<file path="src/sv/cbrfc_ram.sv">
`default_nettype none

module cbrfc_ram #(
    parameter int WIDTH = 64,
    parameter int DEPTH = 64
) (
    input  wire logic                     i_clk,
    input  wire logic                     i_wr_en,
    input  wire logic [$clog2(DEPTH)-1:0] i_wr_addr,
    input  wire logic [WIDTH-1:0]         i_wr_data,
    input  wire logic                     i_rd_en,
    input  wire logic [$clog2(DEPTH)-1:0] i_rd_addr,
    output logic      [WIDTH-1:0]         o_rd_data
);

    logic [WIDTH-1:0] r_mem [DEPTH];
    logic [WIDTH-1:0] r_rd_data;

    always_ff @(posedge i_clk) begin
        if (i_wr_en) begin
            r_mem[i_wr_addr] <= i_wr_data;
        end
    end

    // read data holds while not enabled
    always_ff @(posedge i_clk) begin
        if (i_rd_en) begin
            r_rd_data <= r_mem[i_rd_addr];
        end
    end

    assign o_rd_data = r_rd_data;

endmodule

`default_nettype wire

</file>
<file path="config.mk">
export PLATFORM = sky130hd
export DESIGN_NAME = cbrfc_ram
export DESIGN_NICKNAME = d
export VERILOG_FILES = /design/src/sv/cbrfc_ram.sv
export SDC_FILE = /design/constraint.sdc
export NUM_CORES = 2
export LEC_CHECK = 0
export ABC_AREA = 1
export BUFFER_PORTS_ARGS = -buffer_cell sky130_fd_sc_hd__buf_2
export CORE_MARGIN = 4
export CORE_UTILIZATION = 30
export CTS_CLUSTER_DIAMETER = 40
export DETAILED_ROUTE_END_ITERATION = 6
export PLACE_DENSITY = 0.5
export SKIP_LAST_GASP = 1
export SYNTH_ARGS = -nofsm -noshare
export SYNTH_HDL_FRONTEND = slang
export SYNTH_SLANG_ARGS = --single-unit
</file>
<file path="constraint.sdc">
create_clock -name i_clk -period 10.4 [get_ports i_clk]
set_clock_uncertainty 0.15 [all_clocks]
set_input_delay 0.52 -clock i_clk [delete_from_list [all_inputs] [get_ports i_clk]]
set_output_delay 0.52 -clock i_clk [all_outputs]
set_load 0.02 [all_outputs]
</file>
==> out/summary.txt <==
r2r startpoint -> r_mem[29][43]
Die Wd -> 752 microns
hold path startpoint -> i_wr_data[15]
WP depth -> 13
Flop pwr share -> 0.483
FILL cells -> 53600
critical path peak fanout -> 206
pwr dens -> 202 mW/mm^2
commonest cells after routing, fill and taps aside -> nand2_1 (4416), edfxtp_1 (4160), nand3_1 (3847)
Worst slew margin -> 0.160
TritonRoute pass-1 iters -> 7
Worst R2R Path Depth -> 8
Tot GR Track Use -> 0.193
violated checks -> design-rule violations
CP Launch Point -> i_rd_addr[0]
WP data arrival -> 5.17 ns
setup_tns -> 0 ns
Net Sw Frac -> 0.232
family with the most delay on the worst path -> buffers and inverters
# resized after CTS -> 0
# rows -> 272
Skew-Pair Late Insertion Delay -> 1.07 ns
DP Worst Slack -> 4.94 ns
vias in the first global route -> 102000
largest net degree at the start of global routing -> 211
Critical Path Max Stage Delay -> 0.84 ns
#FFs+latches synth -> 4160
unrepaired setup endpoints after global routing -> no
CP startpoint kind -> input port
Netlist Area Pre-Place -> 0.166 sq mm
maximum vdd drop -> 0.167 mV
commonest non-fill, non-tap cell in the layout -> nand2_1
Clock Power Share -> 0.465
TritonCTS buffer count -> 518
Die H -> 752 microns
leakage power -> 65.9 nW
Total Power -> 38.7 mW
Finished Core Util -> 0.348
post-synth top area cell -> edfxtp_1
HPWL after DPL -> 273 mm
register area -> 0.125 sq mm
Critical R2R Capture -> o_rd_data[43]
Yosys top cell area share -> 0.753
RePlAce Congestion -> 0.763
grt total ovfl -> 0
Via density -> 5.14
max-slew violations -> 0
Area Growth Syn to Fin -> 15.2%
Core ar. -> 0.550 sq mm
vias -> 109000
1st-iter DRT viols -> 11700
Comb pwr share -> 0.053
initial antenna violation count -> 41
CTS max path bufs -> 4
Synthesis Warnings -> 0
Ports -> 143
Fmax -> 226 MHz
root buffer cell -> clkbuf_16
crit-path cells -> buf_12, buf_12, buf_4, buf_4, buf_4, nand2_1, nand3_1, nand3_1, nand3_1, nand3_1, nand2_1, nand2_1, nand2_1
first-pass GRT wire length -> 791 mm
reg2reg setup slack -> 8.54 ns
TritonCTS Sinks -> 4160
Netlist cell types -> 15
DR DRC count -> 6
cell area after layout -> 0.191 sq mm
CP Capture Type -> register
multi-input logic area -> 0.0366 sq mm
DRT Wirelength -> 564 mm
Worst path slowest cell -> buf_4
Area contributors post-synth -> edfxtp_1 (75%), nand3_1 (12%), nand2_1 (10%)
Clock transition at path regs -> 0.06 ns
Final nets -> 13500
Synth Area per Inst -> 12.4 sq um
setup slack after layout -> 5.98 ns
postcts setup bufs -> 0
PortBufs -> 142
max cap viols -> 0
Setup Crit Path Kind -> in2reg
Hold Crit Class -> in2reg
H-Tree Depth -> 6
Post-Syn Instances -> 13400
WHS Path Cells -> 1
Setup Viol. Count Final -> 0
Starting Density -> 0.302
Worst-Margin Slew -> 1.26 ns
Int Power -> 29.7 mW
CP bufs+invs -> 5
CTS tree -> yes
Syn Nets -> 13500
status -> finished with violations
sequential share of the synthesized area -> 0.753
Psw -> 8.98 mW
Avg WL per Cell -> 26.7 microns
share of cells above drive strength 1 -> 0.0898
CTS Hold Bufs -> 20
WP data required -> 11.15 ns
Final period util -> 0.425
Routed Antenna Nets -> 0
worst hold endpoint -> r_mem[22][15]
minimum clock period -> 4.42 ns
Die ar. -> 0.565 sq mm
Fin. Hold Viols -> 0
dpl cell area -> 0.174 sq mm
-- power by group through the flow --
stage	clock (mW)	sequential [mW]	combinational, mW
6_report	18.0	18.7	2.03
5_1_grt	19.0	18.7	2.22
4_1_cts	18.3	18.7	2.04
3_5_place_dp	0	19.0	2.03
3_3_place_gp	0	19.0	2.03
2_1_floorplan	0	19.0	1.15
-- worst register-to-register path: stages, from the launching register on --
cell      delay [ns]
edfxtp_1        0.36
nand2_1         0.07
nand3_1         0.10
nand3_1         0.15
nand3_1         0.12
nand3_1         0.14
nand2_1         0.08
nand2_1         0.21
nand2_1         0.18
-- cell families (layout without fill, tap and decap cells) --
group,after synthesis,in the layout,synth area share
buf+inv,909,1351,0.0294
flops,4160,4160,0.753
simple gates,8336,8336,0.218
other cells,0,17,0
-- registers in the layout (all words and copies together) (netlist names) --
signal and cells:
o_rd_data 64, r_mem 4096
-- Yosys cell counts (all sizes together) --
cell / count
nand3: 3847
buf: 750
nand4: 9
inv: 12
nor4: 8
clkbuf: 147
nor2: 56
edfxtp: 4160
nand2: 4416
-- worst max path at each step --
stage                          to  slack (ns)
detailed placement  o_rd_data[20]        4.94
finish              o_rd_data[20]        5.98
global placement    o_rd_data[22]        4.92
floorplan            r_mem[48][0]        2.45
global route        o_rd_data[24]        5.68
CTS                 o_rd_data[20]        6.03
-- per-stage QoR --
stage                     cells  hold slack, ns
after floorplan           13400           0.469
after global placement    20200           0.702
after detailed placement  20200           0.699
after CTS                 21100         0.00361
after global routing      21100          0.0896
final                     21100          0.0607
-- area by class of cell --
cell class              count  share of cell area
flip-flops and latches   4160               0.653
well taps                7261              0.0475
multi-input cells        8336               0.192
clock inverters           345              0.0195
repair buffers            406              0.0171
inverters                  12            0.000550
clock buffers             588              0.0701
diodes                     17            0.000223
-- per-layer routing --
metal | up-vias | global-route usage | part of all wire
met5 | - | 0 | 0.00017
met1 | 55300 | 0.264 | 0.43
met3 | 894 | 0.0260 | 0.064
li1 | 48100 | - | -
met4 | 16 | 0.0595 | 0.033
met2 | 4144 | 0.319 | 0.48
(Power assumes the default switching activity.)
